## src/sv/jse_pkg.sv

```systemverilog
// types, constants and helpers shared by the json string escape blocks
package jse_pkg;

  localparam logic [7:0] QUOTE      = 8'h22;
  localparam logic [7:0] BSLASH     = 8'h5c;
  localparam logic [7:0] CHAR_LF    = 8'h0a;
  localparam logic [7:0] CHAR_CR    = 8'h0d;
  localparam logic [7:0] CHAR_TAB   = 8'h09;
  localparam logic [7:0] CHAR_N     = 8'h6e;
  localparam logic [7:0] CHAR_R     = 8'h72;
  localparam logic [7:0] CHAR_T     = 8'h74;
  localparam logic [7:0] CHAR_U     = 8'h75;
  localparam logic [7:0] CHAR_ZERO  = 8'h30;
  localparam logic [7:0] CTRL_LIMIT = 8'h20;

  typedef logic [2:0] step_t;

  localparam step_t STEP_OPEN  = 3'd0;
  localparam step_t STEP_BODY  = 3'd1;
  localparam step_t STEP_CLOSE = 3'd7;

  typedef enum logic [1:0] {
    CLS_EMPTY,
    CLS_PLAIN,
    CLS_PAIR,
    CLS_UNI
  } cls_t;

  typedef struct packed {
    cls_t       cls;
    logic [7:0] ch;
    logic       first;
    logic       last;
  } desc_t;

  function automatic step_t body_len(input cls_t cls);
    step_t len;
    unique case (cls)
      CLS_EMPTY: len = 3'd0;
      CLS_PLAIN: len = 3'd1;
      CLS_PAIR:  len = 3'd2;
      CLS_UNI:   len = 3'd6;
      default:   len = 3'd0;
    endcase
    return len;
  endfunction

  function automatic logic [7:0] hex_char(input logic [3:0] nib);
    logic [7:0] c;
    if (nib < 4'd10) begin
      c = 8'h30 + {4'd0, nib};
    end else begin
      c = 8'h57 + {4'd0, nib};
    end
    return c;
  endfunction

endpackage

```

## src/sv/jse_front.sv

```systemverilog
// front end: accepts source bytes and classifies the escape each one needs
module jse_front (
  input  logic          in_valid,
  output logic          in_ready,
  input  logic          kind,
  input  logic [7:0]    text_byte,
  input  logic          starts_text,
  input  logic          ends_text,
  input  logic          q_full,
  output logic          push,
  output jse_pkg::desc_t desc
);
  import jse_pkg::*;

  assign in_ready = !q_full;
  assign push     = in_valid && !q_full;

  always_comb begin
    desc.first = starts_text;
    desc.last  = ends_text;
    desc.ch    = text_byte;
    desc.cls   = CLS_PLAIN;
    if (kind) begin
      desc.cls   = CLS_EMPTY;
      desc.first = 1'b1;
      desc.last  = 1'b1;
    end else begin
      unique case (text_byte) inside
        QUOTE, BSLASH: desc.cls = CLS_PAIR;
        CHAR_LF: begin
          desc.cls = CLS_PAIR;
          desc.ch  = CHAR_N;
        end
        CHAR_CR: begin
          desc.cls = CLS_PAIR;
          desc.ch  = CHAR_R;
        end
        CHAR_TAB: begin
          desc.cls = CLS_PAIR;
          desc.ch  = CHAR_T;
        end
        default: begin
          if (text_byte < CTRL_LIMIT) begin
            desc.cls = CLS_UNI;
          end
        end
      endcase
    end
  end

endmodule

```

## src/sv/jse_queue.sv

```systemverilog
// small fifo of classified items between front and back
module jse_queue #(
  parameter int DEPTH = 2
) (
  input  logic           clk,
  input  logic           rst,
  input  logic           push,
  input  jse_pkg::desc_t push_data,
  input  logic           pop,
  output logic           full,
  output logic           head_valid,
  output jse_pkg::desc_t head
);
  import jse_pkg::*;

  localparam int PW = (DEPTH > 1) ? $clog2(DEPTH) : 1;
  localparam int CW = $clog2(DEPTH + 1);
  localparam logic [PW-1:0] LAST_PTR = PW'(DEPTH - 1);
  localparam logic [CW-1:0] FULL_CNT = CW'(DEPTH);

  desc_t         mem [DEPTH];
  logic [PW-1:0] wr_ptr;
  logic [PW-1:0] rd_ptr;
  logic [CW-1:0] count;

  assign full       = (count == FULL_CNT);
  assign head_valid = (count != '0);
  assign head       = mem[rd_ptr];

  always_ff @(posedge clk) begin
    if (push) begin
      mem[wr_ptr] <= push_data;
    end
  end

  always_ff @(posedge clk) begin
    if (rst) begin
      wr_ptr <= '0;
      rd_ptr <= '0;
      count  <= '0;
    end else begin
      if (push) begin
        wr_ptr <= (wr_ptr == LAST_PTR) ? '0 : wr_ptr + 1'b1;
      end
      if (pop) begin
        rd_ptr <= (rd_ptr == LAST_PTR) ? '0 : rd_ptr + 1'b1;
      end
      if (push && !pop) begin
        count <= count + 1'b1;
      end else if (pop && !push) begin
        count <= count - 1'b1;
      end
    end
  end

endmodule

```

## src/sv/jse_back.sv

```systemverilog
// back end: expands each classified item into output bytes, one per cycle while out_ready is high
module jse_back (
  input  logic           clk,
  input  logic           rst,
  input  logic           head_valid,
  input  jse_pkg::desc_t head,
  output logic           pop,
  output logic           out_valid,
  input  logic           out_ready,
  output logic [7:0]     out_byte,
  output logic           last_of_run,
  output logic           text_done
);
  import jse_pkg::*;

  logic       mid;
  logic       mid_next;
  step_t      step;
  step_t      step_next;
  step_t      cur;
  step_t      len;
  logic       load;
  logic       final_step;
  logic [7:0] byte_next;

  assign load = head_valid && (!out_valid || out_ready);
  assign len  = body_len(head.cls);
  assign cur  = mid ? step : (head.first ? STEP_OPEN : STEP_BODY);
  assign pop  = load && final_step;

  always_comb begin
    final_step = 1'b0;
    step_next  = cur;
    if (cur == STEP_CLOSE) begin
      final_step = 1'b1;
    end else if (cur == STEP_OPEN) begin
      step_next  = (len == '0) ? STEP_CLOSE : STEP_BODY;
    end else if (cur == len) begin
      final_step = !head.last;
      step_next  = STEP_CLOSE;
    end else begin
      step_next  = cur + 1'b1;
    end
  end

  always_comb begin
    byte_next = QUOTE;
    if (cur != STEP_OPEN && cur != STEP_CLOSE) begin
      case (head.cls)
        CLS_PLAIN: byte_next = head.ch;
        CLS_PAIR:  byte_next = (cur == STEP_BODY) ? BSLASH : head.ch;
        CLS_UNI: begin
          case (cur)
            3'd1:    byte_next = BSLASH;
            3'd2:    byte_next = CHAR_U;
            3'd5:    byte_next = hex_char(head.ch[7:4]);
            3'd6:    byte_next = hex_char(head.ch[3:0]);
            default: byte_next = CHAR_ZERO;
          endcase
        end
        default:   byte_next = QUOTE;
      endcase
    end
  end

  assign mid_next = load ? !final_step : mid;

  always_ff @(posedge clk) begin
    if (rst) begin
      mid       <= 1'b0;
      out_valid <= 1'b0;
    end else begin
      mid <= mid_next;
      if (load) begin
        out_valid <= 1'b1;
      end else if (out_ready) begin
        out_valid <= 1'b0;
      end
    end
  end

  always_ff @(posedge clk) begin
    if (load) begin
      step        <= step_next;
      out_byte    <= byte_next;
      last_of_run <= final_step;
      text_done   <= (cur == STEP_CLOSE);
    end
  end

endmodule

```

## src/sv/json_string_escape_latin1.sv

```systemverilog
// top level of the latin-1 to quoted json string escaper
// Takes one Latin-1 byte per item, marked first and/or last of its string, and gives out
// the quoted, escaped JSON text one byte per result item. A plain byte gives one output
// byte, the first and last items of a string each add a quote byte, a two-character escape
// gives two bytes and a \u00xx escape six; the output byte register emits one byte per cycle
// while out_ready is high and an item waits. The classifier accepts items ahead of the
// expander through a DEPTH-entry queue, so a byte is accepted every cycle while it has room.
module json_string_escape_latin1 #(
  parameter int DEPTH = 2
) (
  input  logic       clk,
  input  logic       rst,
  input  logic       in_valid,
  output logic       in_ready,
  input  logic       kind,
  input  logic [7:0] text_byte,
  input  logic       starts_text,
  input  logic       ends_text,
  output logic       out_valid,
  input  logic       out_ready,
  output logic [7:0] out_byte,
  output logic       last_of_run,
  output logic       text_done
);
  import jse_pkg::*;

  logic  push;
  logic  pop;
  logic  q_full;
  logic  head_valid;
  desc_t desc;
  desc_t head;

  jse_front u_front (
    .in_valid    (in_valid),
    .in_ready    (in_ready),
    .kind        (kind),
    .text_byte   (text_byte),
    .starts_text (starts_text),
    .ends_text   (ends_text),
    .q_full      (q_full),
    .push        (push),
    .desc        (desc)
  );

  jse_queue #(
    .DEPTH (DEPTH)
  ) u_queue (
    .clk        (clk),
    .rst        (rst),
    .push       (push),
    .push_data  (desc),
    .pop        (pop),
    .full       (q_full),
    .head_valid (head_valid),
    .head       (head)
  );

  jse_back u_back (
    .clk         (clk),
    .rst         (rst),
    .head_valid  (head_valid),
    .head        (head),
    .pop         (pop),
    .out_valid   (out_valid),
    .out_ready   (out_ready),
    .out_byte    (out_byte),
    .last_of_run (last_of_run),
    .text_done   (text_done)
  );

endmodule

```

## config.mk

```make
export PLATFORM = sky130hd
export DESIGN_NAME = json_string_escape_latin1
export DESIGN_NICKNAME = d
export VERILOG_FILES = /design/src/sv/jse_pkg.sv /design/src/sv/jse_front.sv /design/src/sv/jse_queue.sv /design/src/sv/jse_back.sv /design/src/sv/json_string_escape_latin1.sv
export SDC_FILE = /design/constraint.sdc
export NUM_CORES = 1
export LEC_CHECK = 0
export BUFFER_PORTS_ARGS = -buffer_cell sky130_fd_sc_hd__buf_4
export CAP_MARGIN = 20
export CELL_PAD_IN_SITES_DETAIL_PLACEMENT = 1
export CELL_PAD_IN_SITES_GLOBAL_PLACEMENT = 2
export CORE_MARGIN = 2
export CORE_UTILIZATION = 29
export DETAILED_ROUTE_END_ITERATION = 7
export MAX_ROUTING_LAYER = met4
export PLACE_DENSITY_LB_ADDON = 0.1
export RECOVER_POWER = 100
export SLEW_MARGIN = 25
export SYNTH_ARGS = -nofsm -noshare
export SYNTH_HDL_FRONTEND = slang
export SYNTH_SLANG_ARGS = --single-unit
export TNS_END_PERCENT = 5
```

## constraint.sdc

```tcl
create_clock -name clk -period 3.3 [get_ports clk]
set_input_delay 0.165 -clock clk [delete_from_list [all_inputs] [get_ports clk]]
set_output_delay 0.165 -clock clk [all_outputs]
set_load 0.01 [all_outputs]
```

# [Word-level counts from Yosys, hierarchy flattened]
# Memory sizes are Yosys's and may differ from the RTL's. A register that Yosys moved wholly into a read port is not among the register bits.
# Index checks and enable logic that the tools add are counted.
[op_classes] add_sub_neg=9 magnitude_cmp=3 n_eq_ne=16 mux=31 n_reduce_logical=21
[op_table] op="$pmux W8 S3" count=2
[op_table] op="$mux W8" count=4
[op_table] op="$pmux W8 S4" count=1
[op_table] op="$eq A8 B4 Y1 const B" count=3
[op_table] op="$add A7 B4 Y8 const A" count=2
[op_table] op="$mux W3" count=5
[op_table] op="$add A6 B4 Y7 const A" count=2
[op_table] op="$mux W1" count=12
[op_table] op="$mux W2" count=6
[op_table] op="$pmux W3 S4" count=1
[op_table] op="$eq A3 B3 Y1 const B" count=3
[op_table] op="$eq A8 B6 Y1 const B" count=1
[op_table] op="$eq A8 B7 Y1 const B" count=1
[op_table] op="$lt A4 B4 Y1 const B" count=2
[op_table] op="$lt A8 B6 Y1 const B" count=1
[op_table] op="$eq A2 B2 Y1 const B" count=3
[op_table] op="$logic_and A1 B1 Y1" count=6
[op_table] op="$logic_not A1 Y1" count=6
[op_table] op="$logic_not A3 Y1" count=2
[op_table] op="$reduce_bool A2 Y1" count=3
[op_table] op="$reduce_or A5 Y1" count=1
[op_table] op="$add A3 B1 Y3 const B" count=1
[op_table] op="$eq A3 B1 Y1 const B" count=1
[op_table] op="$eq A3 B2 Y1 const B" count=1
[op_table] op="9 further kinds" count=10
[word_totals] ff_bits=19 mem_bits_rw=24 in_bits=15 memories=1
[mem_list] name="u_queue.mem" words=2 word_bits=12 rd=1 rd_clocked_by_memory_dff=1 wr=1 line="jse_queue.sv:21" text="desc_t mem [DEPTH];"

# [Depth between registers and ports, before layout]
# Gate-level depths: netlist (run 1).
[logic_depth] word_depth=10 depth_mapped=13 mapped_depth_nobuf=11

# [Hierarchy]
# A second synthesis (run 1) with hierarchy kept.
[unflattened] cells_unflattened=236 area_unflattened_um2=2581.2
[by_module_without_submodules] module="jse_back" n_inst=1 cells_per_inst=144 area_per_inst_um2=1288.7 seq_area_each_um2=430.4
[by_module_without_submodules] module="jse_queue" n_inst=1 cells_per_inst=59 area_per_inst_um2=1071.0 seq_area_each_um2=820.8
[by_module_without_submodules] module="jse_front" n_inst=1 cells_per_inst=33 area_per_inst_um2=221.5 seq_area_each_um2=0.0

# [Worst setup path before layout (run 1)]
# No wires, ideal clock.
[synth_timing] path_kind="register -> register" startpoint="register with a tool-made name" endpoint="register u_queue.count[1]" setup_time_ns=0.070 arrival_ns=2.506 setup_slack_ns=0.724 path_stages_with_launch=13 n_path_buf=2 synth_period_minus_slack_ns=2.576 path_cell_list="dfxtp_1 -> buf_6 -> mux2i_1 -> mux2i_2 -> inv_1 -> ha_1 -> ha_1 -> buf_1 -> nand2_1 -> o31a_4 -> ha_1 -> or3_1 -> a21oi_1"
[synth_rtl] element="end signal: assignment" line="jse_queue.sv:49" text="count <= count + 1'b1;"
[synth_rtl] element="end signal: assignment" line="jse_queue.sv:51" text="count <= count - 1'b1;"
[synth_rtl] element="end: declaration" line="jse_queue.sv:24" text="logic [CW-1:0] count;"

==> run metrics, run 1 <==
maximum vdd drop around 0.2 mV; Synth area leaders edfxtp_1 (44%), dfxtp_1 (5.6%), mux2i_1 (4.4%); clock skew ~14 ps; Antenna diodes 0; die area about 9400 um^2; RSZ-0062 raised after global routing false; Post-CTS Setup Inserts 0; first-pass GRT wire length around 9.5 mm; post-route ant nets 0; most frequent cells after synthesis edfxtp_1 (37), a21oi_1 (21), nor2_1 (16), nand2_1 (15), o21ai_0 (13); Slew headroom a little under a third; IO Port Bufs 26; CTS Sinks between 40 and 50; CP Buf/Inv Count 1; final hold vios 0; residual overflow from global routing 0; delay of the slowest cell on the worst path around 400 ps; status completed; Worst-Skew Late Latency approximately 300 ps; worst-path fanout max 22; CTS Buf Count 5; area growth from synthesis to layout 13.8%; Worst Max-Slew Pin Slew 1030 ps; P per Cell Area about 740 nW/um^2; post-synth top area share between 40% and 50%; post-DP HPWL approximately 4.4 mm; Top FF cell, synth edfxtp_1; Die Y-Extent just under 100 um; sequential fraction of the synthesis area between 40 and 50%; worst setup path class register to register; critical path's slowest cell mux2i_1; top cell type by total area after synthesis edfxtp_1; Seq cells post-synth between 40 and 50; TritonCTS clock tree built; WL/cell roughly 16 um; clk slew on worst S/H paths 100 ps; final WL 5.80 mm; worst path cell trace buf_4 > mux2i_1 > xnor2_1 > a21o_1 > a22oi_1 > o31a_4 > ha_1 > or3_1 > a21oi_1; syn_nets approximately 260; Starting Density 30.2%; Worst setup SP type register; Hold Path Class input pin to register; drt first-iter violations 29; Worst setup EP type register; Tcrit/Tclk final approximately 83%; cts repair resizes 0; Clock Path Buffers 2; Clock H-tree levels 2; largest net degree at the start of global routing 23; total track usage 12.8%; Die W ~97 um; Synth Cell Area roughly 2500 um^2; CP arrival just under 3000 ps; count leader, synth edfxtp_1; EDFF count, synth 37; Final Max Slew Viols 0; Fin Setup TNS 0 ps; gp weighted congestion between 0.7 and 0.8; DRC errors left 0; router iterations before antenna repair 5; core footprint about 8300 um^2; final std cells w/o fill 366; Std-Cell Rows 33; clock root buffer clkbuf_8; Worst EP required around 3500 ps; kind of cell adding the most delay to the critical path compound AO/OA/AOI/OAI gates; Final setup violation count 0; Avg Vias per Cell roughly 5; async set or reset register ratio after synthesis 0%; # Max-Cap Violations 0; Lkg Pwr 1.01 nW; Yosys warning count 0; Net count, final ~280; synthesized area per cell 10.7 um^2; vias in the first global route 1,855; initial antenna violation count 0; via count approximately 1,800; Final min period 2750 ps; Post-Place Cells ~360; post-synth cell types 56; post-synthesis instance total 233; FMAX 363 MHz; R2R Setup Slk 550 ps; layout cell share with drive strength beyond 1 between 10% and 20%; CTS Hold Bufs 0; I/O pin count 27
cells in the final DEF, fill, tap and decap left out, drive strengths merged, types with 2 or more instances in the layout:
cell type / instances
nor2b: 2
edfxtp: 37
xor2: 5
or2: 4
and3: 3
nor4b: 3
nand3: 2
clkinv: 2
o221ai: 2
o21a: 5
nand2: 17
mux2i: 12
and2: 3
ha: 8
dfxtp: 7
o41ai: 3
mux2: 3
nor3: 4
a31oi: 3
a211oi: 7
nor2: 17
o31a: 2
o21ai: 14
clkbuf: 22
inv: 13
a21oi: 21
xnor2: 4
nand2b: 5
nand3b: 2
a22oi: 2
buf: 13
sequential cells by signal, summed over array words and instances (netlist names), named ones only:
name and count:
u_back.last_of_run 1, u_back.mid 1, u_back.out_byte 8, u_back.out_valid 1
u_back.step 3, u_back.text_done 1, u_queue.count 2, u_queue.mem 24
u_queue.rd_ptr 1, u_queue.wr_ptr 1
worst paths after layout:
path | depth (start not counted) | to | from
min | 2 | u_back.out_valid$_SDFFE_PP0P_ | rst
min reg2reg | 2 | u_back.out_valid$_SDFFE_PP0P_ | u_back.out_valid$_SDFFE_PP0P_
max reg2reg | 9 | u_queue.count[1]$_SDFFE_PP0P_ | register
max | 9 | u_queue.count[1]$_SDFFE_PP0P_ | register
per-stage QoR:
| stage | util, % | hold WS, ps | worst slack (ps) | instance area [um^2] | total power, W |
|---|---|---|---|---|---|
| after floorplan | - | 234 | 724 | 2500 | 0.00145 |
| after global placement | 33.7 | 380 | 669 | 2790 | 0.00174 |
| after detailed placement | 33.7 | 385 | 572 | 2790 | 0.00174 |
| after CTS | 35.1 | 70.1 | 543 | 2920 | 0.00219 |
| after global routing | 34.3 | 96.9 | 252 | 2850 | 0.00227 |
| final | 34.3 | 83.9 | 549 | 2850 | 0.00211 |
area by class of cell:
| class | instances | area, um^2 |
|---|---|---|
| fillers | 944 | 5450 |
| flip-flops and latches | 44 | 1250 |
| multi-input cells | 166 | 1140 |
| repair buffers | 29 | 158 |
| well taps | 105 | 131 |
| clock buffers | 6 | 82.6 |
| inverters | 14 | 52.6 |
| clock inverters | 2 | 38.8 |
cell families (layout without fill, tap and decap cells):
logic type | Yosys count | after routing | share of synthesized area, %
AOI/OAI and AO/OA | 65 | 65 | 17.1
xor gates and xnor gates | 9 | 9 | 3.15
adders and majority gates | 8 | 8 | 4.00
buffers and inverters | 23 | 51 | 4.45
DFF | 44 | 44 | 50.0
muxes | 15 | 15 | 6.45
and+or+nand+nor | 69 | 69 | 14.8
power breakdown:
group,switching (W),internal (W),total (W)
sequential,0.0000698,0.000791,0.000861
combinational,0.000525,0.000284,0.000809
clock,0.000192,0.000248,0.000440
total,0.000787,0.00132,0.00211
layer usage:
layer / wire length [um] / up-vias / share of wire, % / track usage (%)
li1: - / 925 / - / -
met1: 3070 / 869 / 53 / 17.9
met2: 2560 / 29 / 44 / 19.2
met3: 159 / 4 / 2.7 / 2.38
met4: 11 / 0 / 0.19 / 3.25
met5: 0 / - / 0 / -
Power figures use the tool's default switching activity.
==> run 2: changes to the inputs <==
Clock period 3.3 ns to 2.5 ns, I/O delays scaled along.
==> run metrics, run 2 (synthesis results as in run 1) <==
core footprint 8300 um^2 (unchanged); drt first-iter violations 22 (was 29); sw power 0.00107 W (was 0.000787 W); Std-Cell Rows 33 (unchanged); router iterations before antenna repair 4 (was 5); Sw Ratio 37.4% (was 37.3%); CTS Hold Bufs 0 (unchanged); Clock power frac 20.0% (was 20.8%); IO Port Bufs 26 (unchanged); sequential power share 39.7% (was 40.8%); max reg flops 24 (unchanged); final WL 5.89 mm (was 5.80 mm); WL/cell 15.5 um (was 15.9 um); post-route ant nets 0 (unchanged); maximum vdd drop 0.300 mV (was 0.196 mV); top flop regs u_queue.mem x24, u_back.out_byte x8, u_back.step x3 (unchanged); P per Cell Area 960 nW/um^2 (was 740 nW/um^2); most frequent cells in the layout edfxtp_1 (37), buf_4 (22), a21oi_1 (21), clkbuf_1 (18), nor2_1 (16) (was edfxtp_1 (37), a21oi_1 (21), nor2_1 (16), clkbuf_1 (16), nand2_1 (15)); worst setup path class register to register (unchanged); total power 0.00287 W (was 0.00211 W); first-pass GRT wire length 9.68 mm (was 9.54 mm); Worst setup EP type register (unchanged); clk slew on worst S/H paths 90 ps (was 100 ps); Worst Max-Slew Pin Slew 711 ps (was 1030 ps); initial antenna violation count 0 (unchanged); Antenna diodes 0 (unchanged); Worst-Skew Late Latency 300 ps (about the same); status completed (unchanged); critical path's slowest cell dfxtp_2 (was mux2i_1); final hold vios 0 (unchanged); Die W 96.9 um (unchanged); delay of the slowest cell on the worst path 360 ps (was 400 ps); Clock Path Buffers 2 (unchanged); CTS Buf Count 5 (unchanged); worst-path fanout max 4 (was 22); Avg Vias per Cell 4.89 (was 4.99); Final Max Slew Viols 0 (unchanged); Worst setup SP type register (unchanged); CP arrival 2560 ps (was 2980 ps); clock root buffer clkbuf_8 (unchanged); Top reg by flops u_queue.mem (unchanged); Slew headroom 52.0% (was 30.8%); # Max-Cap Violations 0 (unchanged); Tcrit/Tclk final 92.8% (was 83.4%); largest net degree at the start of global routing 17 (was 23); Starting Density 30.2% (unchanged); DRC errors left 0 (unchanged); Die Y-Extent 96.9 um (unchanged); Comb pwr share 40.2% (was 38.3%); Final setup violation count 0 (unchanged); clock skew 8.02 ps (was 13.8 ps); Hold Path Class input pin to register (unchanged); layout cell share with drive strength beyond 1 18.2% (was 12.6%); Net count, final 296 (was 283); most common cell after layout, fill and taps aside edfxtp_1 (unchanged); Post-CTS Setup Inserts 0 (unchanged); area growth from synthesis to layout 19.3% (was 13.8%); Worst EP required 2740 ps (was 3530 ps); Fin Setup TNS 0 ps (unchanged); FMAX 431 MHz (was 363 MHz); Setup WS pre-CTS 26.2 ps (was 572 ps); CTS Sinks 44 (unchanged); TritonCTS clock tree built (unchanged); worst path cell trace mux2i_2 > mux2i_2 > ha_2 > nand2_1 > nand2_1 > o31a_4 > ha_4 > xor2_1 > or3_1 > a21oi_1 (was buf_4 > mux2i_1 > xnor2_1 > a21o_1 > a22oi_1 > o31a_4 > ha_1 > or3_1 > a21oi_1); post-DP HPWL 4.48 mm (was 4.41 mm); vias in the first global route 1,880 (was 1,855); RSZ-0062 raised after global routing false (unchanged); I/O pin count 27 (unchanged); gp weighted congestion 0.761 (was 0.766); Clock H-tree levels 2 (unchanged); internal power 0.00179 W (was 0.00132 W); Lkg Pwr 1.07 nW (was 1.01 nW); post-route setup slack 181 ps (was 549 ps); via count 1,852 (was 1,827); residual overflow from global routing 0 (unchanged); total track usage 13.0% (was 12.8%); Final min period 2320 ps (was 2750 ps); die area 9390 um^2 (unchanged)
[run 2: changes by cell type in the layout (fill, tap and decap cells not counted), moves of 2 or more]
cell / delta
clkbuf_1: +2
ha_1: -2
buf_4: +9
mux2i_1: -2
[run 2: worst paths after layout]
check | start | to | slack, ps | cells after the start
worst min-delay path | rst | u_back.out_valid$_SDFFE_PP0P_ | 40 | 2
worst min register to register | u_back.out_valid$_SDFFE_PP0P_ | u_back.out_valid$_SDFFE_PP0P_ | 520 | 2
worst max register to register | register | u_queue.count[1]$_SDFFE_PP0P_ | 180 | 10
worst max-delay path | register | u_queue.count[1]$_SDFFE_PP0P_ | 180 | 10
[run 2: cell type report]
| class | count | area [um^2] |
|---|---|---|
| Timing Repair Buffer | 42 | 264 |
| Inverter | 14 | 52.6 |
| Tap cell | 105 | 131 |
| Fill cell | 927 | 5310 |
| Clock buffer | 5 | 68.8 |
| Sequential cell | 44 | 1250 |
| Clock inverter | 3 | 46.3 |
| Multi-Input combinational cell | 166 | 1170 |
[run 2: timing repair]
| action | in CTS | in global routing |
|---|---|---|
| gates resized for setup | 1 | 6 |
| hold endpoints to repair | 0 | 0 |
| setup endpoints to repair | 1 | 1 |
[run 2: stage by stage]
stage	utilization, %	std cells	area [um^2]	hold slack, ps
floorplan	-	233	2510	194
global placement	35.0	371	2910	341
detailed placement	35.0	371	2910	343
CTS	36.5	379	3030	18.4
global route	36.0	379	2990	48.3
finish	36.0	379	2990	37.5
[run 2: worst max-delay path: cells and delay by family, from the launching register on]
kind                     cells  cell delay (ps)
AO/OA/AOI/OAI                2              500
AND/OR/NAND/NOR              3              520
flip-flops                   1              360
XOR/XNOR                     1              140
multiplexers                 2              360
adder cells (fa/ha/maj)      2              380
[run 2: metal layers]
| layer | vias up | wire length [um] | GRT usage, % |
|---|---|---|---|
| met5 | - | 0 | - |
| met4 | 0 | 73 | 4.44 |
| met3 | 6 | 180 | 2.53 |
| met2 | 30 | 2470 | 19.0 |
| met1 | 869 | 3170 | 18.2 |
| li1 | 947 | - | - |
[run 2: power by group through the flow]
| stage | combinational, W | clock (W) | sequential, W |
|---|---|---|---|
| 2_1_floorplan | 0.000742 | 0 | 0.00117 |
| 3_3_place_gp | 0.00121 | 0 | 0.00115 |
| 3_5_place_dp | 0.00121 | 0 | 0.00115 |
| 4_1_cts | 0.00122 | 0.000597 | 0.00114 |
| 5_1_grt | 0.00130 | 0.000610 | 0.00116 |
| 6_report | 0.00115 | 0.000574 | 0.00114 |
==> run 3: changes to the inputs <==
Settings changed: PLACE_DENSITY from default to 0.65, PLACE_DENSITY_LB_ADDON 0.1 to default.
==> run metrics, run 3 (synthesis results as in run 1) <==
Lkg Pwr 1.09 nW (was 1.07 nW); area growth from synthesis to layout 20.8% (was 19.3%); Filler cells 945 (was 927); Hold Path Class input pin to register (unchanged); WL/cell 15.5 um (about the same); Tcrit/Tclk final 94.4% (was 92.8%); first-pass GRT wire length 9.65 mm (was 9.68 mm); Worst setup EP type register (unchanged); Antenna diodes 0 (unchanged); # Max-Cap Violations 0 (unchanged); TritonCTS clock tree built (unchanged); P per Cell Area 968 nW/um^2 (was 960 nW/um^2); status completed (unchanged); Die W 96.9 um (unchanged); clock root buffer clkbuf_8 (unchanged); worst path cell trace mux2i_4 > mux2i_4 > ha_2 > nand2_1 > nand2_1 > o31a_4 > ha_4 > xor2_1 > or3_1 > a21oi_1 (was mux2i_2 > mux2i_2 > ha_2 > nand2_1 > nand2_1 > o31a_4 > ha_4 > xor2_1 > or3_1 > a21oi_1); Worst setup SP type register (unchanged); maximum vdd drop 0.223 mV (was 0.300 mV); final std cells w/o fill 382 (was 379); gp weighted congestion 0.777 (was 0.761); via count 1,912 (was 1,852); Worst Max-Slew Pin Slew 727 ps (was 711 ps); post-route ant nets 0 (unchanged); final hold vios 0 (unchanged); Clock power frac 20.1% (was 20.0%); worst setup path class register to register (unchanged); Worst-Skew Late Latency 300 ps (about the same); IO Port Bufs 26 (unchanged); Comb pwr share 40.6% (was 40.2%); post-DP HPWL 4.58 mm (was 4.48 mm); Net count, final 299 (was 296); Avg Vias per Cell 5.01 (was 4.89); most frequent cells in the layout edfxtp_1 (37), buf_4 (27), a21oi_1 (21), clkbuf_1 (18), nor2_1 (16) (was edfxtp_1 (37), buf_4 (22), a21oi_1 (21), clkbuf_1 (18), nor2_1 (16)); DRC errors left 0 (unchanged); hold_ws 40.7 ps (was 37.5 ps); final WL 5.92 mm (was 5.89 mm); Seq. cell area 1260 um^2 (was 1250 um^2); internal power 0.00185 W (was 0.00179 W); Worst EP required 2740 ps (about the same); kind of cell adding the most delay to the critical path compound AO/OA/AOI/OAI gates (was simple AND/OR/NAND/NOR gates); clk slew on worst S/H paths 90 ps (about the same); area of the multi-input gates 1190 um^2 (was 1170 um^2); router iterations before antenna repair 4 (unchanged); top flop regs u_queue.mem x24, u_back.out_byte x8, u_back.step x3 (unchanged); vias in the first global route 1,945 (was 1,880); max reg flops 24 (unchanged); total track usage 13.1% (was 13.0%); clock skew 8.87 ps (was 8.02 ps); FMAX 424 MHz (was 431 MHz); Sw Ratio 36.8% (was 37.4%); delay of the slowest cell on the worst path 380 ps (was 360 ps); Post-Place Cells 371 (unchanged); sequential power share 39.4% (was 39.7%); sw power 0.00108 W (was 0.00107 W); Die Y-Extent 96.9 um (unchanged); Final Max Slew Viols 0 (unchanged); CTS Sinks 44 (unchanged); layout cell share with drive strength beyond 1 19.9% (was 18.2%); CTS Buf Count 5 (unchanged); core footprint 8300 um^2 (unchanged); CP arrival 2600 ps (was 2560 ps); drt first-iter violations 45 (was 22); critical path's slowest cell dfxtp_4 (was dfxtp_2); CTS Hold Bufs 0 (unchanged); Slew headroom 51.5% (was 52.0%); initial antenna violation count 0 (unchanged); final core occ 36.4% (was 36.0%); largest net degree at the start of global routing 20 (was 17); Starting Density 30.2% (unchanged); CP Buf/Inv Count 0 (unchanged); Top reg by flops u_queue.mem (unchanged); I/O pin count 27 (unchanged); residual overflow from global routing 0 (unchanged); Clock Path Buffers 2 (unchanged); Final min period 2360 ps (was 2320 ps); Std-Cell Rows 33 (unchanged); Clock H-tree levels 2 (unchanged); die area 9390 um^2 (unchanged); worst-path fanout max 4 (unchanged); Final setup violation count 0 (unchanged); most common cell after layout, fill and taps aside edfxtp_1 (unchanged)
-- run 3: final cells by class --
cell class,count,share of cell area [%]
multi-input combinational,166,39.4
clock buffer,6,2.73
sequential,44,41.5
clock inverter,2,1.28
inverter,14,1.74
timing repair buffer,45,8.94
tap,105,4.34
-- run 3: power groups by stage --
stage | Combinational (W) | Clock [W] | Sequential [W]
finish | 0.00119 | 0.000588 | 0.00115
global route | 0.00132 | 0.000631 | 0.00118
CTS | 0.00123 | 0.000606 | 0.00115
detailed placement | 0.00122 | 0 | 0.00116
global placement | 0.00120 | 0 | 0.00115
floorplan | 0.000742 | 0 | 0.00117
-- run 3: worst reg2reg max path: stages, from the launching register on --
cell and delay (ps):
dfxtp_4 380, mux2i_4 260, mux2i_4 110, ha_2 220
nand2_1 100, nand2_1 90, o31a_4 370, ha_4 160
xor2_1 150, or3_1 310, a21oi_1 150
-- run 3: worst paths after layout --
path / start / to / slack (ps) / cells past startpoint
worst max-delay path: register / u_queue.count[1]$_SDFFE_PP0P_ / 140 / 10
worst min-delay path: rst / u_back.out_valid$_SDFFE_PP0P_ / 40 / 2
worst max register to register: register / u_queue.count[1]$_SDFFE_PP0P_ / 140 / 10
worst min register to register: u_back.out_valid$_SDFFE_PP0P_ / u_back.out_valid$_SDFFE_PP0P_ / 520 / 2
-- run 3: what timing repair did --
action | CTS | global route
buffers inserted | 0 | 3
resized for setup | 4 | 6
pin swaps | 0 | 2
setup endpoints to repair | 1 | 2
-- run 3: stage by stage --
step	power (W)	instance area [um^2]	worst slack, ps	TNS, ps
3_3_place_gp	0.00235	2890	34.9	0
4_1_cts	0.00299	3030	33.0	0
6_report	0.00293	3020	141	0
5_1_grt	0.00313	3020	-0.361	-0.361
3_5_place_dp	0.00238	2890	-72.3	-72.3
2_1_floorplan	0.00192	2510	7.36	0
-- run 3: layer usage --
| metal | vias to the layer above | track usage, % | part of all wire (%) |
|---|---|---|---|
| li1 | 953 | - | - |
| met1 | 920 | 16.7 | 49 |
| met2 | 30 | 21.4 | 46 |
| met3 | 9 | 2.31 | 2.8 |
| met4 | 0 | 3.90 | 1.5 |
| met5 | - | - | 0 |
